===== src/kvt_pkg.sv =====
// kvt_pkg: sizes, payload types and codes for the key/value table.
// Used by the channel interfaces and key_value_table.
// No dependencies.
package kvt_pkg;

  localparam int ENTRIES    = 16;
  localparam int KEY_BITS   = 32;
  localparam int VALUE_BITS = 32;

  localparam int IDX_W = $clog2(ENTRIES);
  localparam int CNT_W = $clog2(ENTRIES + 1);

  typedef logic [KEY_BITS-1:0]   key_t;
  typedef logic [VALUE_BITS-1:0] value_t;
  typedef logic [IDX_W-1:0]      idx_t;
  typedef logic [CNT_W-1:0]      count_t;

  typedef enum logic [1:0] {
    OP_PUT    = 2'd0,
    OP_REMOVE = 2'd1,
    OP_GET    = 2'd2,
    OP_CLEAR  = 2'd3
  } op_kind_t;

  typedef enum logic [1:0] {
    ST_OK        = 2'd0,
    ST_NOT_FOUND = 2'd1,
    ST_FULL      = 2'd2
  } status_t;

  typedef enum logic [2:0] {
    S_IDLE,
    S_SCAN,
    S_ACT,
    S_VDATA,
    S_OUT
  } state_t;

endpackage


===== src/kvt_req_if.sv =====
// kvt_req_if: request channel of the key/value table (valid/ready plus payload).
// Depends on kvt_pkg for the payload types.
interface kvt_req_if;
  logic              valid;
  logic              ready;
  kvt_pkg::op_kind_t kind;
  kvt_pkg::key_t     key;
  kvt_pkg::value_t   value;

  modport source (output valid, output kind, output key, output value, input ready);
  modport sink   (input valid, input kind, input key, input value, output ready);
endinterface


===== src/kvt_rsp_if.sv =====
// kvt_rsp_if: result channel of the key/value table (valid/ready plus payload).
// Depends on kvt_pkg for the payload types.
interface kvt_rsp_if;
  logic             valid;
  logic             ready;
  kvt_pkg::value_t  read_value;
  kvt_pkg::status_t status;
  kvt_pkg::count_t  entry_count;
  logic             is_empty;

  modport source (output valid, output read_value, output status, output entry_count,
                  output is_empty, input ready);
  modport sink   (input valid, input read_value, input status, input entry_count,
                  input is_empty, output ready);
endinterface


===== src/kvt_ram.sv =====
// kvt_ram: generic simple dual-port RAM, one write and one registered read port.
// No dependencies.
module kvt_ram #(
  parameter int WIDTH = 32,
  parameter int DEPTH = 16
) (
  input  logic                     clk,
  input  logic                     wr_en,
  input  logic [$clog2(DEPTH)-1:0] wr_addr,
  input  logic [WIDTH-1:0]         wr_data,
  input  logic                     rd_en,
  input  logic [$clog2(DEPTH)-1:0] rd_addr,
  output logic [WIDTH-1:0]         rd_data
);

  logic [WIDTH-1:0] mem [DEPTH];

  always_ff @(posedge clk) begin
    if (wr_en) begin
      mem[wr_addr] <= wr_data;
    end
    if (rd_en) begin
      rd_data <= mem[rd_addr];
    end
  end

endmodule


===== src/key_value_table.sv =====
// key_value_table: associative table of up to ENTRIES key/value pairs.
// Depends on kvt_pkg, kvt_req_if, kvt_rsp_if and kvt_ram.
//
// Usage:
//   in_ch  carries one operation per item: put, remove, get or clear, with a
//          key and (for put) a value. valid/ready handshake.
//   out_ch returns exactly one result item per request: read value (get
//          only, else zero), status (ok / not found / full), entry count and
//          empty flag after the operation.
// Keys and values live in two RAMs. put, remove and get sweep the key RAM
// one slot per cycle (the RAM read is registered, so each key is compared in
// the cycle after its address) and stop at the first valid match; the lowest
// free slot is noted during the sweep. One item is in work at a time, so the
// sweep of the key RAM sets the throughput.
// The result sits in an output register: the next item is accepted while it
// waits, and a stalled receiver only holds up the item after that.
// Reset (synchronous, active low) empties the table at once: valid bits and
// the count clear, RAM contents are left as they are.
module key_value_table (
  input logic         clk,
  input logic         rst_n,
  kvt_req_if.sink     in_ch,
  kvt_rsp_if.source   out_ch
);

  localparam kvt_pkg::idx_t   IDX_LAST  = kvt_pkg::idx_t'(kvt_pkg::ENTRIES - 1);
  localparam kvt_pkg::count_t CNT_FULL  = kvt_pkg::count_t'(kvt_pkg::ENTRIES);

  kvt_pkg::state_t state_r, state_nxt;

  // latched request
  kvt_pkg::op_kind_t kind_r;
  kvt_pkg::key_t     key_r;
  kvt_pkg::value_t   value_r;

  // sweep
  kvt_pkg::idx_t scan_idx_r, scan_idx_nxt;
  logic          issue_r, issue_nxt;
  logic          cmp_vld_r, cmp_vld_nxt;
  kvt_pkg::idx_t cmp_idx_r, cmp_idx_nxt;
  logic          cmp_last_r, cmp_last_nxt;
  logic          hit_r, hit_nxt;
  kvt_pkg::idx_t slot_r, slot_nxt;
  logic          free_found_r, free_found_nxt;
  kvt_pkg::idx_t free_idx_r, free_idx_nxt;

  // table state outside the RAMs
  logic [kvt_pkg::ENTRIES-1:0] valid_r, valid_nxt;
  kvt_pkg::count_t             count_r, count_nxt;

  // pending result
  kvt_pkg::value_t  rd_r, rd_nxt;
  kvt_pkg::status_t st_r, st_nxt;

  // output register
  logic             out_valid_r, out_valid_nxt;
  kvt_pkg::value_t  out_value_r, out_value_nxt;
  kvt_pkg::status_t out_status_r, out_status_nxt;
  kvt_pkg::count_t  out_count_r, out_count_nxt;
  logic             out_empty_r, out_empty_nxt;

  // RAM ports
  logic            key_wr_en, val_wr_en, key_rd_en, val_rd_en;
  kvt_pkg::idx_t   wr_addr, key_rd_addr, val_rd_addr;
  kvt_pkg::key_t   key_rd_data;
  kvt_pkg::value_t val_rd_data;

  logic accept;

  assign in_ch.ready = (state_r == kvt_pkg::S_IDLE);
  assign accept      = in_ch.valid && in_ch.ready;

  kvt_ram #(.WIDTH(kvt_pkg::KEY_BITS), .DEPTH(kvt_pkg::ENTRIES)) u_key_ram (
    .clk     (clk),
    .wr_en   (key_wr_en),
    .wr_addr (wr_addr),
    .wr_data (key_r),
    .rd_en   (key_rd_en),
    .rd_addr (key_rd_addr),
    .rd_data (key_rd_data)
  );

  kvt_ram #(.WIDTH(kvt_pkg::VALUE_BITS), .DEPTH(kvt_pkg::ENTRIES)) u_val_ram (
    .clk     (clk),
    .wr_en   (val_wr_en),
    .wr_addr (wr_addr),
    .wr_data (value_r),
    .rd_en   (val_rd_en),
    .rd_addr (val_rd_addr),
    .rd_data (val_rd_data)
  );

  always_comb begin
    state_nxt      = state_r;
    scan_idx_nxt   = scan_idx_r;
    issue_nxt      = issue_r;
    cmp_vld_nxt    = cmp_vld_r;
    cmp_idx_nxt    = cmp_idx_r;
    cmp_last_nxt   = cmp_last_r;
    hit_nxt        = hit_r;
    slot_nxt       = slot_r;
    free_found_nxt = free_found_r;
    free_idx_nxt   = free_idx_r;
    valid_nxt      = valid_r;
    count_nxt      = count_r;
    rd_nxt         = rd_r;
    st_nxt         = st_r;
    out_valid_nxt  = out_valid_r;
    out_value_nxt  = out_value_r;
    out_status_nxt = out_status_r;
    out_count_nxt  = out_count_r;
    out_empty_nxt  = out_empty_r;
    key_wr_en      = 1'b0;
    val_wr_en      = 1'b0;
    key_rd_en      = 1'b0;
    val_rd_en      = 1'b0;
    wr_addr        = slot_r;
    key_rd_addr    = scan_idx_r;
    val_rd_addr    = slot_r;

    if (out_valid_r && out_ch.ready) begin
      out_valid_nxt = 1'b0;
    end

    unique case (state_r)
      kvt_pkg::S_IDLE: begin
        if (accept) begin
          scan_idx_nxt   = '0;
          issue_nxt      = 1'b1;
          cmp_vld_nxt    = 1'b0;
          cmp_last_nxt   = 1'b0;
          hit_nxt        = 1'b0;
          free_found_nxt = 1'b0;
          state_nxt = (in_ch.kind == kvt_pkg::OP_CLEAR) ? kvt_pkg::S_ACT : kvt_pkg::S_SCAN;
        end
      end

      kvt_pkg::S_SCAN: begin
        // address stage
        cmp_vld_nxt = issue_r;
        if (issue_r) begin
          key_rd_en    = 1'b1;
          cmp_idx_nxt  = scan_idx_r;
          cmp_last_nxt = (scan_idx_r == IDX_LAST);
          if (!valid_r[scan_idx_r] && !free_found_r) begin
            free_found_nxt = 1'b1;
            free_idx_nxt   = scan_idx_r;
          end
          if (scan_idx_r == IDX_LAST) begin
            issue_nxt = 1'b0;
          end else begin
            scan_idx_nxt = scan_idx_r + kvt_pkg::idx_t'(1);
          end
        end
        // compare stage, on the key read that the address stage registered
        if (cmp_vld_r) begin
          if (valid_r[cmp_idx_r] && key_rd_data == key_r) begin
            hit_nxt   = 1'b1;
            slot_nxt  = cmp_idx_r;
            state_nxt = kvt_pkg::S_ACT;
          end else if (cmp_last_r) begin
            state_nxt = kvt_pkg::S_ACT;
          end
        end
      end

      kvt_pkg::S_ACT: begin
        rd_nxt    = '0;
        st_nxt    = kvt_pkg::ST_OK;
        state_nxt = kvt_pkg::S_OUT;
        unique case (kind_r)
          kvt_pkg::OP_PUT: begin
            if (hit_r) begin
              val_wr_en = 1'b1;
            end else if (free_found_r && count_r < CNT_FULL) begin
              key_wr_en             = 1'b1;
              val_wr_en             = 1'b1;
              wr_addr               = free_idx_r;
              valid_nxt[free_idx_r] = 1'b1;
              count_nxt             = count_r + kvt_pkg::count_t'(1);
            end else begin
              st_nxt = kvt_pkg::ST_FULL;
            end
          end
          kvt_pkg::OP_REMOVE: begin
            if (hit_r) begin
              valid_nxt[slot_r] = 1'b0;
              if (count_r != '0) begin
                count_nxt = count_r - kvt_pkg::count_t'(1);
              end
            end else begin
              st_nxt = kvt_pkg::ST_NOT_FOUND;
            end
          end
          kvt_pkg::OP_GET: begin
            if (hit_r) begin
              val_rd_en = 1'b1;
              state_nxt = kvt_pkg::S_VDATA;
            end else begin
              st_nxt = kvt_pkg::ST_NOT_FOUND;
            end
          end
          kvt_pkg::OP_CLEAR: begin
            valid_nxt = '0;
            count_nxt = '0;
          end
          default: begin
            state_nxt = kvt_pkg::S_OUT;
          end
        endcase
      end

      kvt_pkg::S_VDATA: begin
        rd_nxt    = val_rd_data;
        state_nxt = kvt_pkg::S_OUT;
      end

      kvt_pkg::S_OUT: begin
        if (!out_valid_r || out_ch.ready) begin
          out_valid_nxt  = 1'b1;
          out_value_nxt  = rd_r;
          out_status_nxt = st_r;
          out_count_nxt  = count_r;
          out_empty_nxt  = (count_r == '0);
          state_nxt      = kvt_pkg::S_IDLE;
        end
      end

      default: begin
        state_nxt = kvt_pkg::S_IDLE;
      end
    endcase
  end

  always_ff @(posedge clk) begin
    if (!rst_n) begin
      state_r     <= kvt_pkg::S_IDLE;
      issue_r     <= 1'b0;
      cmp_vld_r   <= 1'b0;
      cmp_last_r  <= 1'b0;
      valid_r     <= '0;
      count_r     <= '0;
      out_valid_r <= 1'b0;
    end else begin
      state_r     <= state_nxt;
      issue_r     <= issue_nxt;
      cmp_vld_r   <= cmp_vld_nxt;
      cmp_last_r  <= cmp_last_nxt;
      valid_r     <= valid_nxt;
      count_r     <= count_nxt;
      out_valid_r <= out_valid_nxt;
    end
  end

  always_ff @(posedge clk) begin
    if (accept) begin
      kind_r  <= in_ch.kind;
      key_r   <= in_ch.key;
      value_r <= in_ch.value;
    end
    scan_idx_r   <= scan_idx_nxt;
    cmp_idx_r    <= cmp_idx_nxt;
    hit_r        <= hit_nxt;
    slot_r       <= slot_nxt;
    free_found_r <= free_found_nxt;
    free_idx_r   <= free_idx_nxt;
    rd_r         <= rd_nxt;
    st_r         <= st_nxt;
    out_value_r  <= out_value_nxt;
    out_status_r <= out_status_nxt;
    out_count_r  <= out_count_nxt;
    out_empty_r  <= out_empty_nxt;
  end

  assign out_ch.valid       = out_valid_r;
  assign out_ch.read_value  = out_value_r;
  assign out_ch.status      = out_status_r;
  assign out_ch.entry_count = out_count_r;
  assign out_ch.is_empty    = out_empty_r;

  // count must track the valid bits exactly
  a_count_matches_valid: assert property (@(posedge clk) disable iff (!rst_n)
    int'(count_r) == $countones(valid_r))
    else $error("entry count differs from number of valid slots");

  a_count_bounded: assert property (@(posedge clk) disable iff (!rst_n)
    count_r <= CNT_FULL)
    else $error("entry count above table size");

  a_busy_after_accept: assert property (@(posedge clk) disable iff (!rst_n)
    accept |=> state_r != kvt_pkg::S_IDLE)
    else $error("table idle right after accepting an item");

  a_full_only_when_full: assert property (@(posedge clk) disable iff (!rst_n)
    out_ch.valid && out_ch.status == kvt_pkg::ST_FULL |-> out_ch.entry_count == CNT_FULL)
    else $error("full status reported with free slots");

  // a put never removes a pair
  a_put_keeps_count: assert property (@(posedge clk) disable iff (!rst_n)
    state_r == kvt_pkg::S_ACT && kind_r == kvt_pkg::OP_PUT |=> count_r >= $past(count_r))
    else $error("put lowered the entry count");

endmodule


===== src/flat_wrapper.sv =====
// flat-port wrapper written by rule: the top's interface ports become plain ports
module key_value_table_flat 
  (clk, rst_n, in_ch_valid, in_ch_kind, in_ch_key, in_ch_value, in_ch_ready, out_ch_valid, out_ch_read_value, out_ch_status, out_ch_entry_count, out_ch_is_empty, out_ch_ready);
  kvt_req_if in_ch_i ();
  kvt_rsp_if out_ch_i ();
  input logic clk;
  input logic rst_n;
  input wire logic [$bits(in_ch_i.valid)-1:0] in_ch_valid;
  input wire logic [$bits(in_ch_i.kind)-1:0] in_ch_kind;
  input wire logic [$bits(in_ch_i.key)-1:0] in_ch_key;
  input wire logic [$bits(in_ch_i.value)-1:0] in_ch_value;
  output wire logic [$bits(in_ch_i.ready)-1:0] in_ch_ready;
  output wire logic [$bits(out_ch_i.valid)-1:0] out_ch_valid;
  output wire logic [$bits(out_ch_i.read_value)-1:0] out_ch_read_value;
  output wire logic [$bits(out_ch_i.status)-1:0] out_ch_status;
  output wire logic [$bits(out_ch_i.entry_count)-1:0] out_ch_entry_count;
  output wire logic [$bits(out_ch_i.is_empty)-1:0] out_ch_is_empty;
  input wire logic [$bits(out_ch_i.ready)-1:0] out_ch_ready;
  assign in_ch_i.valid = in_ch_valid;
  assign in_ch_i.kind = in_ch_kind;
  assign in_ch_i.key = in_ch_key;
  assign in_ch_i.value = in_ch_value;
  assign in_ch_ready = in_ch_i.ready;
  assign out_ch_valid = out_ch_i.valid;
  assign out_ch_read_value = out_ch_i.read_value;
  assign out_ch_status = out_ch_i.status;
  assign out_ch_entry_count = out_ch_i.entry_count;
  assign out_ch_is_empty = out_ch_i.is_empty;
  assign out_ch_i.ready = out_ch_ready;
  key_value_table u_core (.clk(clk), .rst_n(rst_n), .in_ch(in_ch_i), .out_ch(out_ch_i));
endmodule

===== config.mk =====
export PLATFORM = sky130hd
export DESIGN_NAME = key_value_table_flat
export DESIGN_NICKNAME = d
export VERILOG_FILES = /design/src/kvt_pkg.sv /design/src/kvt_req_if.sv /design/src/kvt_rsp_if.sv /design/src/kvt_ram.sv /design/src/key_value_table.sv /design/src/flat_wrapper.sv
export SDC_FILE = /design/constraint.sdc
export NUM_CORES = 1
export LEC_CHECK = 0
export BUFFER_PORTS_ARGS = -buffer_cell sky130_fd_sc_hd__buf_2
export CAP_MARGIN = 20
export CORE_UTILIZATION = 35
export CTS_CLUSTER_SIZE = 14
export DETAILED_ROUTE_END_ITERATION = 10
export PLACE_DENSITY_LB_ADDON = 0.08
export SLEW_MARGIN = 20
export SYNTH_ARGS = -nofsm -noshare
export SYNTH_HDL_FRONTEND = slang
export SYNTH_SLANG_ARGS = --single-unit

===== constraint.sdc =====
create_clock -name clk -period 6.78 [get_ports clk]
set_clock_uncertainty 0.15 [all_clocks]
set_input_delay 1.695 -clock clk [delete_from_list [all_inputs] [get_ports clk]]
set_output_delay 1.695 -clock clk [all_outputs]
set_load 0.005 [all_outputs]

# Word-level counts from Yosys, hierarchy flattened

Memories as Yosys holds them, arrays and structs flattened. A register that Yosys moved wholly into a read port is not among the register bits.
Index checks and enable logic that the tools add are counted.

Flip-flop bits (word level): 186
Bits in writable memories: 1,024
Input port bits: 70
Output and inout port bits: 42
Word-level logic and storage cells: 162
Memories: 2

Memory list:

| name                 | depth | bits a word | read ports | clocked after memory_dff | wr ports | RTL line      | text |
|---|---|---|---|---|---|---|---|
| u_core.u_key_ram.mem | 16    | 32          | 1          | 1                        | 1        | kvt_ram.sv:16 | `logic [WIDTH-1:0] mem [DEPTH];` |
| u_core.u_val_ram.mem | 16    | 32          | 1          | 1                        | 1        | kvt_ram.sv:16 |  |

Add/sub/neg operators: 3
Order comparisons: 7
Equality and inequality tests: 22
Mux-type cells: 72
Bitwise operators: 3
Reduce and logical (&&, ||, !) cells: 31

Operators with widths:

| cell                 | count |
|---|---|
| $pmux W32 S2         | 1 |
| $mux W16             | 3 |
| $pmux W16 S3         | 1 |
| $mux W1              | 33 |
| $eq A32 B32 Y1       | 1 |
| $mux W4              | 7 |
| $mux W3              | 7 |
| $lt A4 B5 Y1 const B | 4 |
| $mux W5              | 4 |
| $and A16 B16 Y16     | 1 |
| $ne A2 B1 Y1 const B | 8 |
| $not A16 Y16         | 1 |
| $or A16 B16 Y16      | 1 |
| $reduce_and A4 Y1    | 4 |
| $pmux W3 S5          | 1 |
| $pmux W5 S3          | 1 |
| $pmux W1 S2          | 5 |
| $reduce_and A3 Y1    | 3 |
| $bmux W1 S4          | 2 |
| $demux W1 S4         | 2 |
| $ge A4 B1 Y1 const B | 2 |
| $pmux W4 S2          | 1 |
| $logic_and A1 B1 Y1  | 7 |
| $eq A2 B2 Y1 const B | 3 |
| other kinds (25)     | 35 |

# Longest topological paths before layout

Gate-level depths: netlist of run 1.

Word-level depth: 8
Depth in mapped cells: 11
Mapped depth without buffers: 9

# Modules after synthesis

Synthesis of run 1 repeated with hierarchy kept, for this count alone.

Cell total of the unflattened synthesis: 2,181
Area total of the unflattened synthesis: 47,749.5 um^2

By module, submodules not included:

| module                      | times used | cells each | area each (um^2) | sequential area each (um^2) |
|---|---|---|---|---|
| kvt_ram at u_core.u_key_ram | 1          | 838        | 20,174.3         | 16,335.7 |
| kvt_ram at u_core.u_val_ram | 1          | 838        | 20,155.6         | 16,335.7 |
| key_value_table             | 1          | 505        | 7,419.6          | 5,305.1 |

# Worst setup path after synthesis of run 1

Ideal clock, no wire load.

Kind: input -> register
Start point: in in_ch_valid
End point: reg u_core.scan_idx_r[0], in the netlist u_core.key_rd_addr[0], enable pin
Library setup time: 0.331 ns
Arrival: 3.619 ns
Required time: 6.299 ns
Setup slack: 2.680 ns
Stages: 4
Buffers on the path: 0
Cells stage by stage: nand2_1 > inv_1 > a21oi_1 > nor2_1

Cells in the longest elaborated chain, start to end: 3

Ends and longest elaborated chain:

| element                     | RTL line               | text |
|---|---|---|
| start, declared             | flat_wrapper.sv:8      | `input wire logic [$bits(in_ch_i.valid)-1:0] in_ch_valid;` |
| $logic_and A1 B1 Y1         | key_value_table.sv:71  | `assign accept = in_ch.valid && in_ch.ready;` |
| via u_core.accept           | key_value_table.sv:68  | `logic accept;` |
| $ne A2 B2 Y1 (no line)      | n/a                    |  |
| $reduce_and A4 Y1 (no line) | n/a                    |  |
| end signal, assigned        | key_value_table.sv:261 | `scan_idx_r <= scan_idx_nxt;` |
| end, declared               | key_value_table.sv:37  | `kvt_pkg::idx_t scan_idx_r, scan_idx_nxt;` |

The timed path passes the listed nets, and every way through them passes these cells.
A chain may end at the register's enable or synchronous reset.

# Worst setup path in the final report of run 1

Start point: reg u_core.kind_r[0]
End point: mem u_core.u_val_ram.mem[1][5], enable pin

Cells in the longest elaborated chain, start to end: 5
Elaborated cells between the ends (all ways): 7

Ends and longest elaborated chain:

| element                       | RTL line               | text |
|---|---|---|
| start, declared               | key_value_table.sv:32  | `kvt_pkg::op_kind_t kind_r;` |
| start signal, assigned        | key_value_table.sv:257 | `kind_r <= in_ch.kind;` |
| $logic_not A2 Y1 (*)          | key_value_table.sv:171 | `unique case (kind_r)` |
| $mux W1                       | key_value_table.sv:171 |  |
| $mux W1                       | key_value_table.sv:125 | `unique case (state_r)` |
| $mux W1                       | kvt_ram.sv:19          | `if (wr_en) begin` |
| $mux W1 (implied by the code) | kvt_ram.sv:20          | `mem[wr_addr] <= wr_data;` |
| end, declared                 | kvt_ram.sv:16          |  |

Mark *: on every way between the ends. The rest lies on a longest branch, timed or not.

==> run summary, run 1 <==
Vias per inst -> 5.16
Post-synthesis cell area -> 48200 µm²
CP Max Fanout -> 18
CTS Sinks -> 1274
Initial Utilization -> 0.354
First drt pass iteration count -> 5
Routed WL per cell -> 26.6 µm
Vias -> 22537
Worst Tran Pin Value -> 1.09 ns
Worst Setup Start Kind -> register
Yosys top cell area share -> 0.776
Simple-Gate Fraction of Synth Area -> 0.0252
Fillers -> 11912
XOR/XNOR Fraction of Synth Area -> 0.00636
CTS Hold Buffers Added -> 0
Syn nets -> 2351
Diode count -> 0
I/O pin cnt -> 112
Top FF cell, synth -> edfxtp_1
Slowest Stage Delay on Critical Path -> 0.85 ns
Residual DRC -> 0
Global-route wire length before repair -> 170000 µm
DRT Wirelength -> 116000 µm
Max_cap viols -> 0
Synth warn -> 0
Final setup violating endpoints -> 0
Leakage Power -> 17.7 nW
Slowest stage cell, crit path -> nor4bb_1
Largest net degree at the start of global routing -> 133
Total global-route track usage -> 0.169
Worst Path Arrival -> 4.81 ns
Clock buffer depth -> 3
DP Wirelength -> 65200 µm
Fmax -> 0.221 GHz
Antenna violations before repair -> 1
Final Critical Period -> 4.52 ns
Slew Viols, Final -> 0
Cell variety after synth -> 50
Final Hold Viols -> 0
Post-synthesis register bit count -> 1274
Die Y -> 373 µm
Post-synth top area cell -> edfxtp_1
Placer Congestion -> 0.752
Crit path cell chain -> inv_1 -> ha_1 -> nor4bb_1 -> nand3_1 -> o21ai_0 -> nand2_1 -> nor2_4 -> buf_4
Setup total negative slack -> 0 ns
# port buffers -> 111
Layout cells sized above 1 -> 0.254
Mux share of post-synthesis cell area -> 0.136
Final net count -> 2556
Area share of fa/ha/maj cells after synthesis -> 0.00301
Root buffer cell -> clkbuf_16
Fin crit share -> 0.667
First DRT Iteration DRCs -> 1878
Async S/R FF share, synth -> 0
Area of the core -> 136000 µm²
Synth area leaders -> edfxtp_1, mux4_2, mux2i_1
Compound-Gate Fraction of Synth Area -> 0.0305
TritonCTS Buffers -> 143
Largest family of logic cells by synthesized area -> multiplexers
Count leader, synth -> edfxtp_1
Commonest cells in the netlist -> edfxtp_1, mux4_2, mux2i_1
Hold crit path type -> reg -> reg
H-tree levels -> 4
RSZ-0062 raised after global routing -> false
Die X -> 373 µm
Pre-CTS setup slack -> 2.36 ns
Overall Power -> 0.0199 W
Status -> finished clean
Fin worst setup slack -> 2.26 ns
Num rows -> 135
Utilization after layout -> 0.410
Pwr Density -> 356 nW/µm²
Worst vdd ir -> 0.000306 V
Post-synthesis cell count -> 2270
EDFF count, synth -> 1246
Postcts setup bufs -> 0
CTS tree -> done
Crit Path Class -> reg -> reg
Sequential-to-total area share from yosys stat -> 0.788
Syn_area_per_cell -> 21.2 µm²
Vias in the first global route -> 23960
Reg clk slew, reported paths -> 0.07 ns
CP Capture Type -> register
Routed Antenna Nets -> 0
Synth-to-Final Area Change -> 15.8%
Worst-skew pair later-pin latency -> 0.76 ns
Critical Path RT -> 7.07 ns
Die ar. -> 139000 µm²
GRT Residual Overflow -> 0
Max-slew headroom -> 0.273
Cts repair resizes -> 0
metrics by stage:
step                      area, µm²  cells  hold slack (ns)
after floorplan               48200   2270            0.250
after global placement        51300   4111            0.253
after detailed placement      51300   4111            0.255
after CTS                     55800   4368            0.269
after global routing          55800   4368            0.281
final                         55800   4368            0.267
worst paths after layout:
check,startpoint,endpoint,slack [ns],cells past startpoint
max,u_core.kind_r[0],u_core.u_val_ram.mem[1][5],2.26,8
min reg2reg,u_core.rd_r[30],u_core.out_ch.read_value[30],0.27,0
max reg2reg,u_core.kind_r[0],u_core.u_val_ram.mem[1][5],2.26,8
min,u_core.rd_r[30],u_core.out_ch.read_value[30],0.27,0
state kept, by name, summed over array words and instances (netlist names), 32 cells and up:
signal and count:
u_core.key_r 32, u_core.out_ch.read_value 32, u_core.rd_r 32, u_core.u_key_ram.mem 512, u_core.u_key_ram.rd_data 32, u_core.u_val_ram.mem 512
u_core.u_val_ram.rd_data 32, u_core.value_r 32
power breakdown:
part	total (W)	internal, W	switching [W]
Combinational	0.00263	0.000970	0.00166
Sequential	0.00973	0.00930	0.000429
Clock	0.00749	0.00437	0.00312
critical path, delay by kind of cell, from the launching register on:
family                     cells  cell delay [ns]
AOI/OAI and AO/OA              1             0.28
and+or+nand+nor                4             2.49
adders and majority gates      1             0.29
buffers and inverters          2             0.51
DFF                            1             0.44
per-layer routing:
metal,vias to the layer above,global-route usage,wire [µm]
met2,510,0.263,54400
met3,156,0.0329,5060
met5,-,0,0
met1,11999,0.241,54500
li1,9872,-,-
met4,0,0.0469,2190
cell type report:
type / count / area (µm²) / share of cell area
Timing Repair Buffer: 173 / 1050 / 0.0188
Sequential cell: 1274 / 38000 / 0.680
Inverter: 12 / 47.5 / 0.000852
Tap cell: 1781 / 2230 / 0.0399
Clock inverter: 81 / 744 / 0.0133
Multi-Input combinational cell: 871 / 9970 / 0.179
Clock buffer: 176 / 3800 / 0.0680
logic make-up (layout without fill, tap and decap cells):
logic type	after synthesis	count (layout)
AOI/OAI and AO/OA	211	211
xor gates and xnor gates	35	35
adders and majority gates	11	11
buffers and inverters	125	442
DFF	1274	1274
muxes	366	366
and+or+nand+nor	248	248
cells in the final DEF (no fill, tap or decap), types with 21 or more instances in the layout:
cell	count
clkbuf_1	28
clkbuf_16	147
nor2_1	31
and3_1	33
nor2_4	33
clkinv_1	32
a221oi_1	64
xnor2_1	35
mux4_2	232
buf_4	59
a21oi_1	38
o21ai_0	53
edfxtp_1	1246
mux2i_1	134
buf_2	111
nand2_1	69
nor3_1	21
dfxtp_1	27
a22oi_1	33
Note: power is estimated with default switching activity, not from simulation.
==> inputs of run 2 (changes only) <==
--- a/config.mk
+++ b/config.mk
@@ -5,6 +5,7 @@
 export SDC_FILE = /design/constraint.sdc
 export NUM_CORES = 1
 export LEC_CHECK = 0
+export ABC_AREA = 1
 export BUFFER_PORTS_ARGS = -buffer_cell sky130_fd_sc_hd__buf_2
 export CAP_MARGIN = 20
 export CORE_UTILIZATION = 35
==> constraint.sdc (replaced) <==
create_clock -name clk -period 4.73 [get_ports clk]
set_clock_uncertainty 0.15 [all_clocks]
set_input_delay 1.1825 -clock clk [delete_from_list [all_inputs] [get_ports clk]]
set_output_delay 1.1825 -clock clk [all_outputs]
set_load 0.005 [all_outputs]
==> run summary, run 2 <==
Status -> finished clean
Most frequent cells in the layout -> edfxtp_1, nand2_1, a22oi_1
Top Registers -> u_core.u_key_ram.mem: 512 flops, u_core.u_val_ram.mem: 512 flops
Root buffer cell -> clkbuf_16
Vias in the first global route -> 28409 (+19%)
CTS tree -> done
Placer Congestion -> 0.793 (+5.4%)
Commonest non-fill, non-tap cell in the layout -> edfxtp_1
Syn nets -> 3379 (+44%)
DP Wirelength -> 74600 µm (+14%)
First DRT Iteration DRCs -> 2196 (+17%)
Placed cells -> 5109 (+24%)
Reg clk slew, reported paths -> 0.06 ns (about the same)
Fmax -> 0.271 GHz (+23%)
Residual DRC -> 0 (unchanged)
Max_cap viols -> 0 (unchanged)
EDFF count, synth -> 1246 (unchanged)
I/O pin cnt -> 112 (unchanged)
Post-route non-filler standard cell count -> 5365 (+23%)
Synth-to-Final Area Change -> 15.8% (about the same)
H-tree levels -> 4 (unchanged)
Die Y -> 373 µm (-0.14%)
Layout cells sized above 1 -> 0.129 (-0.125)
Antenna violations before repair -> 0 (-1)
Routed WL per cell -> 24.4 µm (-8.1%)
Pwr Density -> 518 nW/µm² (+46%)
GRT Residual Overflow -> 0 (unchanged)
Num rows -> 135 (unchanged)
Worst-skew pair later-pin latency -> 0.78 ns (+0.02 ns)
Cts repair resizes -> 0 (unchanged)
Utilization after layout -> 0.410 (-0.000604)
Largest family of logic cells by synthesized area -> compound AO/OA/AOI/OAI gates
Worst R2R Setup Slack -> 1.04 ns (-1.21 ns)
CP Capture Type -> register
RSZ-0062 raised after global routing -> false
Hold crit path type -> reg -> reg
Routed Antenna Nets -> 0 (unchanged)
CP Max Fanout -> 19 (+1)
Hold path depth -> 0 (unchanged)
Worst Tran Pin Value -> 1.07 ns (-0.0236 ns)
Initial Utilization -> 0.354 (-0.000582)
Leakage Power -> 18.5 nW (+4.5%)
Top FF cell, synth -> edfxtp_1
Worst Path Arrival -> 3.99 ns (-0.82 ns)
Synth warn -> 0 (unchanged)
Final Hold Viols -> 0 (unchanged)
Post-synthesis register bit count -> 1274 (unchanged)
Total global-route track usage -> 0.189 (+0.0206)
First drt pass iteration count -> 6 (+1)
# port buffers -> 111 (unchanged)
Syn_area_per_cell -> 14.6 µm² (-31%)
XOR/XNOR Fraction of Synth Area -> 0.00456 (-0.00180)
Die ar. -> 139000 µm² (-0.29%)
Post-synthesis cell count -> 3298 (+45%)
Overall Power -> 0.0289 W (+45%)
Mux share of post-synthesis cell area -> 0.000208 (-0.136)
Final setup violating endpoints -> 0 (unchanged)
Compound-Gate Fraction of Synth Area -> 0.105 (+0.0744)
Vias per inst -> 5.22 (+1.2%)
Hold Worst Slack -> 0.267 ns (+0.000170 ns)
Synth area leaders -> edfxtp_1, nand2_1, a22oi_1
Largest net degree at the start of global routing -> 188 (+41%)
Postcts setup bufs -> 0 (unchanged)
Worst R2R Path Depth -> 11 (+3)
Final Critical Period -> 3.69 ns (-0.839 ns)
Fin crit share -> 0.779 (+0.112)
Area share of fa/ha/maj cells after synthesis -> 0.00302 (+0.00000870)
Simple-Gate Fraction of Synth Area -> 0.0721 (+0.0469)
Slew Viols, Final -> 0 (unchanged)
Yosys top cell area share -> 0.779 (+0.00224)
Area of the core -> 136000 µm² (-0.12%)
Count leader, synth -> edfxtp_1
Cell variety after synth -> 35 (-30%)
Final net count -> 3555 (+39%)
Post-synthesis cell area -> 48100 µm² (-0.29%)
Async S/R FF share, synth -> 0 (unchanged)
Max-slew headroom -> 0.288 (+0.0157)
CTS Hold Buffers Added -> 0 (unchanged)
Die X -> 373 µm (-0.14%)
Commonest cells in the netlist -> edfxtp_1, nand2_1, a22oi_1
DRT Wirelength -> 131000 µm (+13%)
Worst vdd ir -> 0.000432 V (+41%)
TritonCTS Buffers -> 143 (unchanged)
CTS Sinks -> 1274 (unchanged)
Vias -> 28022 (+24%)
Clock buffer depth -> 3 (unchanged)
Crit Path Class -> reg -> reg
Sequential-to-total area share from yosys stat -> 0.790 (+0.00228)
Setup total negative slack -> 0 ns (unchanged)
Worst Setup Start Kind -> register
Global-route wire length before repair -> 191000 µm (+12%)
Post-synth top area cell -> edfxtp_1
Critical Path RT -> 5.03 ns (-2.04 ns)
==> run 2: power breakdown <==
part / internal, W / switching, W
sequential: 0.0134 / 0.000674
combinational: 0.00120 / 0.00328
clock: 0.00582 / 0.00444
total: 0.0205 / 0.00840
==> run 2: cell families after synthesis <==
group / count (synthesis)
compound gates: 812
xor+xnor: 25
fa+ha+maj: 11
buf+inv: 304
flops: 1274
mux: 1
simple gates: 871
==> run 2: per-stage QoR <==
stage / area, µm² / worst slack [ns]
floorplan: 48100 / 0.690
global placement: 51300 / 1.20
detailed placement: 51300 / 1.10
CTS: 55600 / 1.05
global route: 55700 / 0.788
finish: 55700 / 1.04
==> run 2: metal layers <==
metal	vias up	global-route usage	wire [µm]
met3	161	0.0314	5790
met1	14373	0.264	60600
met2	690	0.306	62200
li1	12798	-	-
met5	-	0	0
met4	0	0.0516	2450
==> run 2: worst paths after layout <==
path / start / to
worst max-delay path: u_core.kind_r[0] / u_core.u_key_ram.mem[10][21]
worst min-delay path: u_core.rd_r[6] / u_core.out_ch.read_value[6]
worst max register to register: u_core.kind_r[0] / u_core.u_key_ram.mem[10][21]
worst min register to register: u_core.rd_r[6] / u_core.out_ch.read_value[6]
==> run 2: cell type report <==
| type | count | area (µm²) |
|---|---|---|
| antenna | 2 | 5.00 |
| multi-input combinational | 1720 | 9220 |
| inverter | 121 | 462 |
| sequential | 1274 | 38000 |
| clock buffer | 186 | 3820 |
| timing repair buffer | 214 | 1490 |
| clock inverter | 67 | 464 |
| fill | 12511 | 80100 |
| tap | 1781 | 2230 |
==> run 2: worst max-delay path, stage by stage (launching register included) <==
cell,delay [ns]
edfxtp_1,0.44
inv_1,0.14
ha_1,0.20
inv_1,0.10
nor3_4,0.45
nand2_1,0.08
o21ai_0,0.21
inv_1,0.17
nor2_2,0.20
nand2_1,0.18
nor2_4,0.62
buf_4,0.37
